==> config.mk <==
export PLATFORM = sky130hd
export DESIGN_NAME = pow_target_check
export DESIGN_NICKNAME = d
export VERILOG_FILES = /design/src/rtl/ptc_pkg.sv /design/src/rtl/ptc_decode.sv /design/src/rtl/ptc_compare.sv /design/src/rtl/ptc_resolve.sv /design/src/rtl/pow_target_check.sv
export SDC_FILE = /design/constraint.sdc
export NUM_CORES = 2
export LEC_CHECK = 0
export ABC_AREA = 1
export CORE_MARGIN = 4
export CORE_UTILIZATION = 55
export DETAILED_ROUTE_END_ITERATION = 8
export DONT_BUFFER_PORTS = 1
export PLACE_DENSITY = 0.69
export SLEW_MARGIN = 20
export SYNTH_ARGS = -nofsm -noshare
export SYNTH_HDL_FRONTEND = slang
export SYNTH_SLANG_ARGS = --single-unit
==> constraint.sdc <==
create_clock -name clk -period 27.3 [get_ports clk]
set_input_delay 6.825 -clock clk [delete_from_list [all_inputs] [get_ports clk]]
set_output_delay 6.825 -clock clk [all_outputs]
set_load 0.01 [all_outputs]
==> src/rtl/ptc_pkg.sv <==
// types, widths and codes shared by the proof-of-work target check
package ptc_pkg;

  localparam int WORD_W     = 64;
  localparam int NWORDS     = 4;
  localparam int HASH_W     = WORD_W * NWORDS;
  localparam int CB_W       = 32;
  localparam int MANT_W     = 23;
  localparam int EXP_W      = 8;
  localparam int IN_DATA_W  = HASH_W + CB_W;
  localparam int OUT_DATA_W = 8;
  localparam int CFG_IDX_W  = 3;

  // configuration register indexes
  localparam logic [CFG_IDX_W-1:0] REG_LIMIT0 = 3'd0;
  localparam logic [CFG_IDX_W-1:0] REG_LIMIT1 = 3'd1;
  localparam logic [CFG_IDX_W-1:0] REG_LIMIT2 = 3'd2;
  localparam logic [CFG_IDX_W-1:0] REG_LIMIT3 = 3'd3;
  localparam logic [CFG_IDX_W-1:0] REG_SKIP   = 3'd4;

  typedef enum logic [1:0] {
    ST_OK    = 2'd0,
    ST_SKIP  = 2'd1,
    ST_RANGE = 2'd2,
    ST_ABOVE = 2'd3
  } status_t;

  // decoded request after the first stage
  typedef struct packed {
    logic              skip;
    logic              bad;
    logic [HASH_W-1:0] target;
    logic [HASH_W-1:0] hash;
  } dec_t;

  // per-word compare flags after the second stage
  typedef struct packed {
    logic              skip;
    logic              bad;
    logic              zero;
    logic [NWORDS-1:0] tl_gt;
    logic [NWORDS-1:0] tl_eq;
    logic [NWORDS-1:0] ht_gt;
    logic [NWORDS-1:0] ht_eq;
  } cmp_t;

endpackage

==> src/rtl/ptc_decode.sv <==
// stage one: compact target decode into a 256-bit target and range flags
module ptc_decode import ptc_pkg::*; (
  input  logic              clk,
  input  logic              rst_n,
  input  logic              up_valid,
  output logic              up_ready,
  input  logic [HASH_W-1:0] up_hash,
  input  logic [CB_W-1:0]   up_compact,
  input  logic              skip,
  output logic              dn_valid,
  input  logic              dn_ready,
  output dec_t              dn_dec
);

  logic [EXP_W-1:0]  expo;
  logic [MANT_W-1:0] mant;
  logic              mant_nz;
  logic              neg;
  logic              ovf;
  logic [EXP_W-1:0]  sh_bytes;
  logic [HASH_W-1:0] target;
  logic              valid_r;
  dec_t              dec_r;
  dec_t              dec_nxt;

  assign expo    = up_compact[CB_W-1 -: EXP_W];
  assign mant    = up_compact[MANT_W-1:0];
  assign mant_nz = (mant != '0);
  assign neg     = mant_nz && up_compact[MANT_W];
  assign ovf     = mant_nz && ((expo > 8'd34) ||
                               ((mant > 23'h0000ff) && (expo > 8'd33)) ||
                               ((mant > 23'h00ffff) && (expo > 8'd32)));
  assign sh_bytes = expo - 8'd3;

  always_comb begin
    target = '0;
    if (expo <= 8'd3) begin
      // right shift by whole bytes for tiny exponents
      target = {{(HASH_W-MANT_W){1'b0}}, mant >> {2'd3 - expo[1:0], 3'b000}};
    end else if (expo <= 8'd34) begin
      target = {{(HASH_W-MANT_W){1'b0}}, mant} << {sh_bytes[4:0], 3'b000};
    end
  end

  always_comb begin
    dec_nxt.skip   = skip;
    dec_nxt.bad    = neg | ovf;
    dec_nxt.target = target;
    dec_nxt.hash   = up_hash;
  end

  assign up_ready = !valid_r || dn_ready;

  always_ff @(posedge clk) begin
    if (!rst_n) begin
      valid_r <= 1'b0;
    end else if (up_ready) begin
      valid_r <= up_valid;
    end
  end

  always_ff @(posedge clk) begin
    if (up_ready && up_valid) begin
      dec_r <= dec_nxt;
    end
  end

  assign dn_valid = valid_r;
  assign dn_dec   = dec_r;

endmodule

==> src/rtl/ptc_compare.sv <==
// stage two: word-wise compares of target against limit and hash against target
module ptc_compare import ptc_pkg::*; (
  input  logic              clk,
  input  logic              rst_n,
  input  logic              up_valid,
  output logic              up_ready,
  input  dec_t              up_dec,
  input  logic [HASH_W-1:0] limit,
  output logic              dn_valid,
  input  logic              dn_ready,
  output cmp_t              dn_cmp
);

  logic valid_r;
  cmp_t cmp_r;
  cmp_t cmp_nxt;

  always_comb begin
    cmp_nxt.skip = up_dec.skip;
    cmp_nxt.bad  = up_dec.bad;
    cmp_nxt.zero = (up_dec.target == '0);
    for (int i = 0; i < NWORDS; i++) begin
      cmp_nxt.tl_gt[i] = up_dec.target[i*WORD_W +: WORD_W] > limit[i*WORD_W +: WORD_W];
      cmp_nxt.tl_eq[i] = up_dec.target[i*WORD_W +: WORD_W] == limit[i*WORD_W +: WORD_W];
      cmp_nxt.ht_gt[i] = up_dec.hash[i*WORD_W +: WORD_W] > up_dec.target[i*WORD_W +: WORD_W];
      cmp_nxt.ht_eq[i] = up_dec.hash[i*WORD_W +: WORD_W] == up_dec.target[i*WORD_W +: WORD_W];
    end
  end

  assign up_ready = !valid_r || dn_ready;

  always_ff @(posedge clk) begin
    if (!rst_n) begin
      valid_r <= 1'b0;
    end else if (up_ready) begin
      valid_r <= up_valid;
    end
  end

  always_ff @(posedge clk) begin
    if (up_ready && up_valid) begin
      cmp_r <= cmp_nxt;
    end
  end

  assign dn_valid = valid_r;
  assign dn_cmp   = cmp_r;

endmodule

==> src/rtl/ptc_resolve.sv <==
// stage three: merge word compares into the verdict, holds the output register
module ptc_resolve import ptc_pkg::*; (
  input  logic    clk,
  input  logic    rst_n,
  input  logic    up_valid,
  output logic    up_ready,
  input  cmp_t    up_cmp,
  output logic    dn_valid,
  input  logic    dn_ready,
  output logic    dn_accepted,
  output status_t dn_status
);

  logic    tgt_above;
  logic    hash_above;
  status_t status_nxt;
  logic    valid_r;
  status_t status_r;

  // lexicographic merge, low word first so the top word decides last
  always_comb begin
    tgt_above  = 1'b0;
    hash_above = 1'b0;
    for (int i = 0; i < NWORDS; i++) begin
      tgt_above  = up_cmp.tl_gt[i] | (up_cmp.tl_eq[i] & tgt_above);
      hash_above = up_cmp.ht_gt[i] | (up_cmp.ht_eq[i] & hash_above);
    end
  end

  always_comb begin
    if (up_cmp.skip) begin
      status_nxt = ST_SKIP;
    end else if (up_cmp.bad || up_cmp.zero || tgt_above) begin
      status_nxt = ST_RANGE;
    end else if (hash_above) begin
      status_nxt = ST_ABOVE;
    end else begin
      status_nxt = ST_OK;
    end
  end

  assign up_ready = !valid_r || dn_ready;

  always_ff @(posedge clk) begin
    if (!rst_n) begin
      valid_r <= 1'b0;
    end else if (up_ready) begin
      valid_r <= up_valid;
    end
  end

  always_ff @(posedge clk) begin
    if (up_ready && up_valid) begin
      status_r <= status_nxt;
    end
  end

  assign dn_valid    = valid_r;
  assign dn_status   = status_r;
  assign dn_accepted = (status_r == ST_OK) || (status_r == ST_SKIP);

endmodule

==> src/rtl/pow_target_check.sv <==
// pow_target_check: proof-of-work check of a 256-bit hash against a compact target
//
// in_* carries one request per accepted beat: the hash words and the compact
// target bits. out_* returns one verdict per request, in order: accepted and
// a two-bit status (ok, skipped, target out of range, hash above target).
// cfg_* writes the 256-bit target limit, one 64-bit word per index, and the
// skip flag; cfg_ready is always high, indexes past the skip flag are ignored.
// a request accepted into the decode register moves on through the word
// compare and merge registers and then shows on out_*; the three register
// stages (decode, word compares, merge) each take a new request every cycle
// while out_tready is high, so throughput is then one request per cycle.
// when out_tready is low the stages fill up and in_tready drops once all
// three hold a request; nothing is dropped or repeated.
// reset (rst_n low, synchronous) empties the pipeline, sets the limit to
// all ones and clears the skip flag.
module pow_target_check import ptc_pkg::*; (
  input  logic                  clk,
  input  logic                  rst_n,
  input  logic                  in_tvalid,
  output logic                  in_tready,
  // hash_w0, hash_w1, hash_w2, hash_w3, compact_bits
  input  logic [IN_DATA_W-1:0]  in_tdata,
  output logic                  out_tvalid,
  input  logic                  out_tready,
  // accepted, status, zero pad
  output logic [OUT_DATA_W-1:0] out_tdata,
  input  logic                  cfg_valid,
  output logic                  cfg_ready,
  input  logic [CFG_IDX_W-1:0]  cfg_index,
  input  logic [WORD_W-1:0]     cfg_data
);

  logic [HASH_W-1:0] limit_r;
  logic              skip_r;
  logic              dec_valid;
  logic              dec_ready;
  dec_t              dec;
  logic              cmp_valid;
  logic              cmp_ready;
  cmp_t              cmp;
  logic              accepted;
  status_t           status;

  assign cfg_ready = 1'b1;

  always_ff @(posedge clk) begin
    if (!rst_n) begin
      limit_r <= '1;
      skip_r  <= 1'b0;
    end else if (cfg_valid && cfg_ready) begin
      case (cfg_index)
        REG_LIMIT0: limit_r[0*WORD_W +: WORD_W] <= cfg_data;
        REG_LIMIT1: limit_r[1*WORD_W +: WORD_W] <= cfg_data;
        REG_LIMIT2: limit_r[2*WORD_W +: WORD_W] <= cfg_data;
        REG_LIMIT3: limit_r[3*WORD_W +: WORD_W] <= cfg_data;
        REG_SKIP:   skip_r <= cfg_data[0];
        default:    ;
      endcase
    end
  end

  ptc_decode u_decode (
    .clk        (clk),
    .rst_n      (rst_n),
    .up_valid   (in_tvalid),
    .up_ready   (in_tready),
    .up_hash    (in_tdata[HASH_W-1:0]),
    .up_compact (in_tdata[IN_DATA_W-1:HASH_W]),
    .skip       (skip_r),
    .dn_valid   (dec_valid),
    .dn_ready   (dec_ready),
    .dn_dec     (dec)
  );

  ptc_compare u_compare (
    .clk      (clk),
    .rst_n    (rst_n),
    .up_valid (dec_valid),
    .up_ready (dec_ready),
    .up_dec   (dec),
    .limit    (limit_r),
    .dn_valid (cmp_valid),
    .dn_ready (cmp_ready),
    .dn_cmp   (cmp)
  );

  ptc_resolve u_resolve (
    .clk         (clk),
    .rst_n       (rst_n),
    .up_valid    (cmp_valid),
    .up_ready    (cmp_ready),
    .up_cmp      (cmp),
    .dn_valid    (out_tvalid),
    .dn_ready    (out_tready),
    .dn_accepted (accepted),
    .dn_status   (status)
  );

  assign out_tdata = {{(OUT_DATA_W-3){1'b0}}, status, accepted};

endmodule

# ---- After elaboration in Yosys (flattened, before gate mapping)
# Index checks and enable logic that the tools add are counted.
# W data, S select, Z words.
dict set report word_totals {
  in_bits 360
  reg_bits 795
  output_inout_bits 11
}
dict set report op_classes {
  eq_ne 13
  shift 2
  muxes 4
  reduce_logical 28
  order_cmp 15
  add_sub_neg 2
  bitwise_logic 14
}
# cell count
set op_table {}
lappend op_table {{$eq A64 B64 Y1} 8}
lappend op_table {{$gt A64 B64 Y1} 8}
lappend op_table {{$logic_not A256 Y1} 1}
lappend op_table {{$shl A23 B8 Y256} 1}
lappend op_table {{$mux W23} 2}
lappend op_table {{$gt A8 B6 Y1 const B} 3}
lappend op_table {{$gt A23 B16 Y1 const B} 1}
lappend op_table {{$gt A23 B8 Y1 const B} 1}
lappend op_table {{$reduce_bool A23 Y1} 1}
lappend op_table {{$shr A23 B5 Y23} 1}
lappend op_table {{$reduce_and A2 Y1} 5}
lappend op_table {{$le A8 B2 Y1 const B} 1}
lappend op_table {{$le A8 B6 Y1 const B} 1}
lappend op_table {{$logic_or A1 B1 Y1} 8}
lappend op_table {{$logic_and A1 B1 Y1} 7}
lappend op_table {{$or A1 B1 Y1} 7}
lappend op_table {{$and A1 B1 Y1} 6}
lappend op_table {{$eq A3 B2 Y1 const B} 2}
lappend op_table {{$sub A5 B2 Y5 const B} 1}
lappend op_table {{$mux W2} 2}
lappend op_table {{$eq A3 B1 Y1 const B} 1}
lappend op_table {{$eq A3 B3 Y1 const B} 1}
lappend op_table {{$logic_not A1 Y1} 3}
lappend op_table {{$logic_not A3 Y1} 1}
lappend op_table {{other kinds (5)} 5}

# ---- Logic depth before layout (Yosys ltp)
dict set report depth {
  depth_word 8
  depth_mapped 15
  ltp_nobuf 15
}

# ---- Cells and area by module
# A second synthesis with hierarchy kept.
dict set report hier_totals {
  cells_unflattened 5062
  area_unflattened_um2 44021.0
}
# mod n_inst cells_each area_per_inst_um2 seq_area_each_um2
set by_module_without_submodules {}
lappend by_module_without_submodules {ptc_decode 1 1352 19082.1 15454.8}
lappend by_module_without_submodules {ptc_compare 1 2515 15373.5 590.6}
lappend by_module_without_submodules {pow_target_check 1 1163 9357.7 5144.9}
lappend by_module_without_submodules {ptc_resolve 1 32 207.7 80.1}

# ---- Worst setup path before layout
# OpenSTA, ideal clock, no wires.
dict set report synth_timing {
  path_kind {in2reg}
  startpoint {input out_tready}
  endpoint {register u_decode.dec_r, in the netlist u_decode.dn_dec[0], enable pin}
  stages 6
  path_buffers 0
  arrival_time_ns 17.114
  t_required_ns 26.438
  slack_ns 9.324
  path_cell_list {inv_1 > nand2_1 > nor2_1 > nand2_1 > nand2_1 > inv_1}
}
dict set report synth_via {
  elab_chain_len 4
}
# item line
set synth_rtl {}
lappend synth_rtl {{start, declared} pow_target_check.sv:24} ;# input logic out_tready,
lappend synth_rtl {{$logic_or A1 B1 Y1} ptc_resolve.sv:42} ;# assign up_ready = !valid_r || dn_ready;
lappend synth_rtl {{$logic_or A1 B1 Y1} ptc_compare.sv:30} ;# assign up_ready = !valid_r || dn_ready;
lappend synth_rtl {{$logic_or A1 B1 Y1} ptc_decode.sv:52} ;# assign up_ready = !valid_r || dn_ready;
lappend synth_rtl {{net in_tready} pow_target_check.sv:20} ;# output logic in_tready,
lappend synth_rtl {{$logic_and A1 B1 Y1} ptc_decode.sv:63} ;# if (up_ready && up_valid) begin
lappend synth_rtl {{end signal, assigned} ptc_decode.sv:64} ;# dec_r <= dec_nxt;
lappend synth_rtl {{end, declared} ptc_decode.sv:23} ;# dec_t dec_r;
# The timed path passes the listed nets, and every way through them passes these cells.
# A chain may end at the register's enable or synchronous reset.

# ---- Worst setup path after layout
dict set report layout_timing {
  startpoint {input out_tready}
  endpoint {output in_tready}
}
dict set report layout_via {
  elab_chain_len 3
}
# item line
set layout_rtl {}
lappend layout_rtl {{$logic_or A1 B1 Y1} ptc_resolve.sv:42}
lappend layout_rtl {{$logic_or A1 B1 Y1} ptc_compare.sv:30}
lappend layout_rtl {{$logic_or A1 B1 Y1} ptc_decode.sv:52}
lappend layout_rtl {{end, declared} pow_target_check.sv:20}
# Every way passes these cells.

==> impl_results.md <==
* Final GP Congestion at 0.9633
* Number of core rows at 101
* Top_reg_cell synth: edfxtp_1
* Antenna violations before repair at 8
* Final hold violations at 0
* Overflow after GRT at 0
* Slew Viols, Final at 0
* Critical R2R Launch: u_resolve.dn_valid$_SDFFE_PN0P_
* Least-Margin Pin Slew at 1232 ps
* IR drop worst, VDD at 0.00004941 V
* Layout cells sized above 1 at 4.108%
* Mapped Area at 0.04219 mm²
* Most frequent cells in the layout: nand2_1 (865), inv_1 (659), edfxtp_1 (533)
* Final net count at 5402
* Synthesis-to-finish area growth at 9.527%
* Hold WC Path Type: flop to flop
* TritonCTS Sinks at 793
* Vias in the first global route at 30.15k
* Total Routed Length at 121300 µm
* EDFF count, synth at 533
* Slack of the critical path at 13270 ps
* Port Buffer Count at 0
* Wire length per cell at 21.51 µm
* Fin Hold WS at 419.5 ps
* Max cap viols at 0
* Setup WS pre-CTS at 13270 ps
* Vias per cell at 5.650
* GRT Resource Usage Total at 29.23%
* Cts repair resizes at 0
* Worst setup EP type: output port
* Multi-input gate area at 0.01789 mm²
* Ports at 371
* RSZ-0062 raised after global routing: false
* Pre-Repair DR Iteration Count at 6
* Distinct cells, synth at 39
* Min cycle time layout at 14030 ps
* Worst EP required at 20480 ps
* Final setup fails at 0
* Final ANT Viol Nets at 0
* CP Data Arrival Time at 7210 ps
* Overall Power at 2872 µW
* Non-Filler Instances at 5636
* Hold Path Origin: u_decode.dn_dec[512]$_DFFE_PP_
* Period utilisation layout at 51.41%
* Die width at 285.0 µm
* CTS tree: done
* LEAKAGE at 0.02086 µW
* DIE HEIGHT at 285.0 µm
* Clk slew on worst S/H paths at 60 ps
* First-pass GRT wire length at 180500 µm
* Largest net degree at the start of global routing at 195
* Fin Clk Skew at 20.63 ps
* Die area at 0.08120 mm²
* Synth Warn # at 0
* Worst rel slew slack at 17.03%
* Post-CTS setup buffers at 0
* Crit path max fanout at 3
* Cells after DPL at 5467
* Register area at 0.02121 mm²
* Initial core utilization at 55.54%
* Clock buffer depth at 3
* H-tree depth reported by CTS at 3
* CP startpoint kind: primary input
* Most common cell after layout, fill and taps aside: nand2_1
* HPWL Detailed at 91390 µm
* Pwr dens at 62.16 mW/mm²
* Sequential-to-total area share from yosys stat at 50.28%
* Core Box Area at 0.07595 mm²
* Run status: complete, no violations
* Fmax at 71.25 MHz
* Asr flop ratio synth at 0%
* Total CTS buffers at 88
* Synthesis-stage register bit count at 793
* Cells after Synth at 4570
* CTS Root Buffer Type: clkbuf_16
* DRC at 0
* Hold-fix buffers at CTS at 0
* # fillers at 6349
* Setup TNS Final at 0 ps
* Critical Path Start: out_tready
* Critical path class: primary input to output port
* Via count of the routed design at 31.84k
* Skew-Pair Late Insertion Delay at 640 ps
* Avg Inst Size Synth at 9.231 µm²
* DRT iter0 DRCs at 3221
[cell usage after synthesis (24+ instances only)]
cell,number,area share (%)
o211ai_1,193,3.4
nand4_1,53,0.79
nor3_1,43,0.51
nor4_1,55,0.82
inv_1,661,5.9
ha_1,515,15
nor2_1,453,4.0
o21a_1,27,0.48
o21ai_0,209,2.5
buf_2,24,0.28
a21oi_1,350,4.2
dfxtp_1,260,12
nand3_1,126,1.5
edfxtp_1,533,38
clkbuf_1,130,1.2
nand2_1,865,7.7
[area by class of cell]
class	instances	share of cell area (%)
inverter	667	5.440
clock inverter	47	1.330
sequential	793	45.91
timing repair buffer	29	0.4793
multi-input combinational	2948	38.71
clock buffer	117	5.316
tap	1030	2.789
antenna	5	0.02708
[power by group]
group          internal [µW]  leakage [µW]  switching [µW]
combinational           73.7        0.0118             168
clock                    774       0.00150             491
sequential              1330       0.00758            30.6
total                   2180        0.0209             690
[worst max-delay path, stage by stage]
cell and delay, ps:
inv_1 50, nand2_1 70, nor2_1 120, nand2_1 150
[routing by layer]
layer,up-vias,GRT usage (%),part of all wire (%)
met2,1252,47.83,46
met5,-,0,0.026
met4,4,12.78,4.8
met1,14864,37.40,40
li1,15460,-,-
met3,263,6.659,9.2
[registers in the layout, indices dropped and copies added (netlist names)]
signal               cells
u_compare.dn_valid       1
skip_r                   1
u_decode.dn_valid        1
u_resolve.dn_valid       1
u_resolve.dn_status      2
u_compare.dn_cmp        17
limit_r                256
u_decode.dn_dec        514
[cell families after synthesis]
group,synth area share (%)
compound gates,11.20
xor+xnor,0.05933
fa+ha+maj,15.27
buf+inv,7.545
flops,50.28
other cells,0.01780
simple gates,15.62
[final timing paths]
path | slack [ps] | cells after the start | endpoint
max reg2reg | 23610 | 7 | u_decode.dn_dec[328]$_SDFFCE_PP0P_
min | 420 | 0 | u_compare.dn_cmp[17]$_DFFE_PP_
min reg2reg | 420 | 0 | u_compare.dn_cmp[17]$_DFFE_PP_
max | 13270 | 4 | in_tready
[metrics by stage]
stage	cell area [µm²]	utilization, %
after floorplan	42200	-
after global placement	43100	56.75
after detailed placement	43110	56.76
after CTS	46180	60.80
after global routing	46200	60.83
final	46200	60.84
Note: power is estimated with default switching activity, not from simulation.
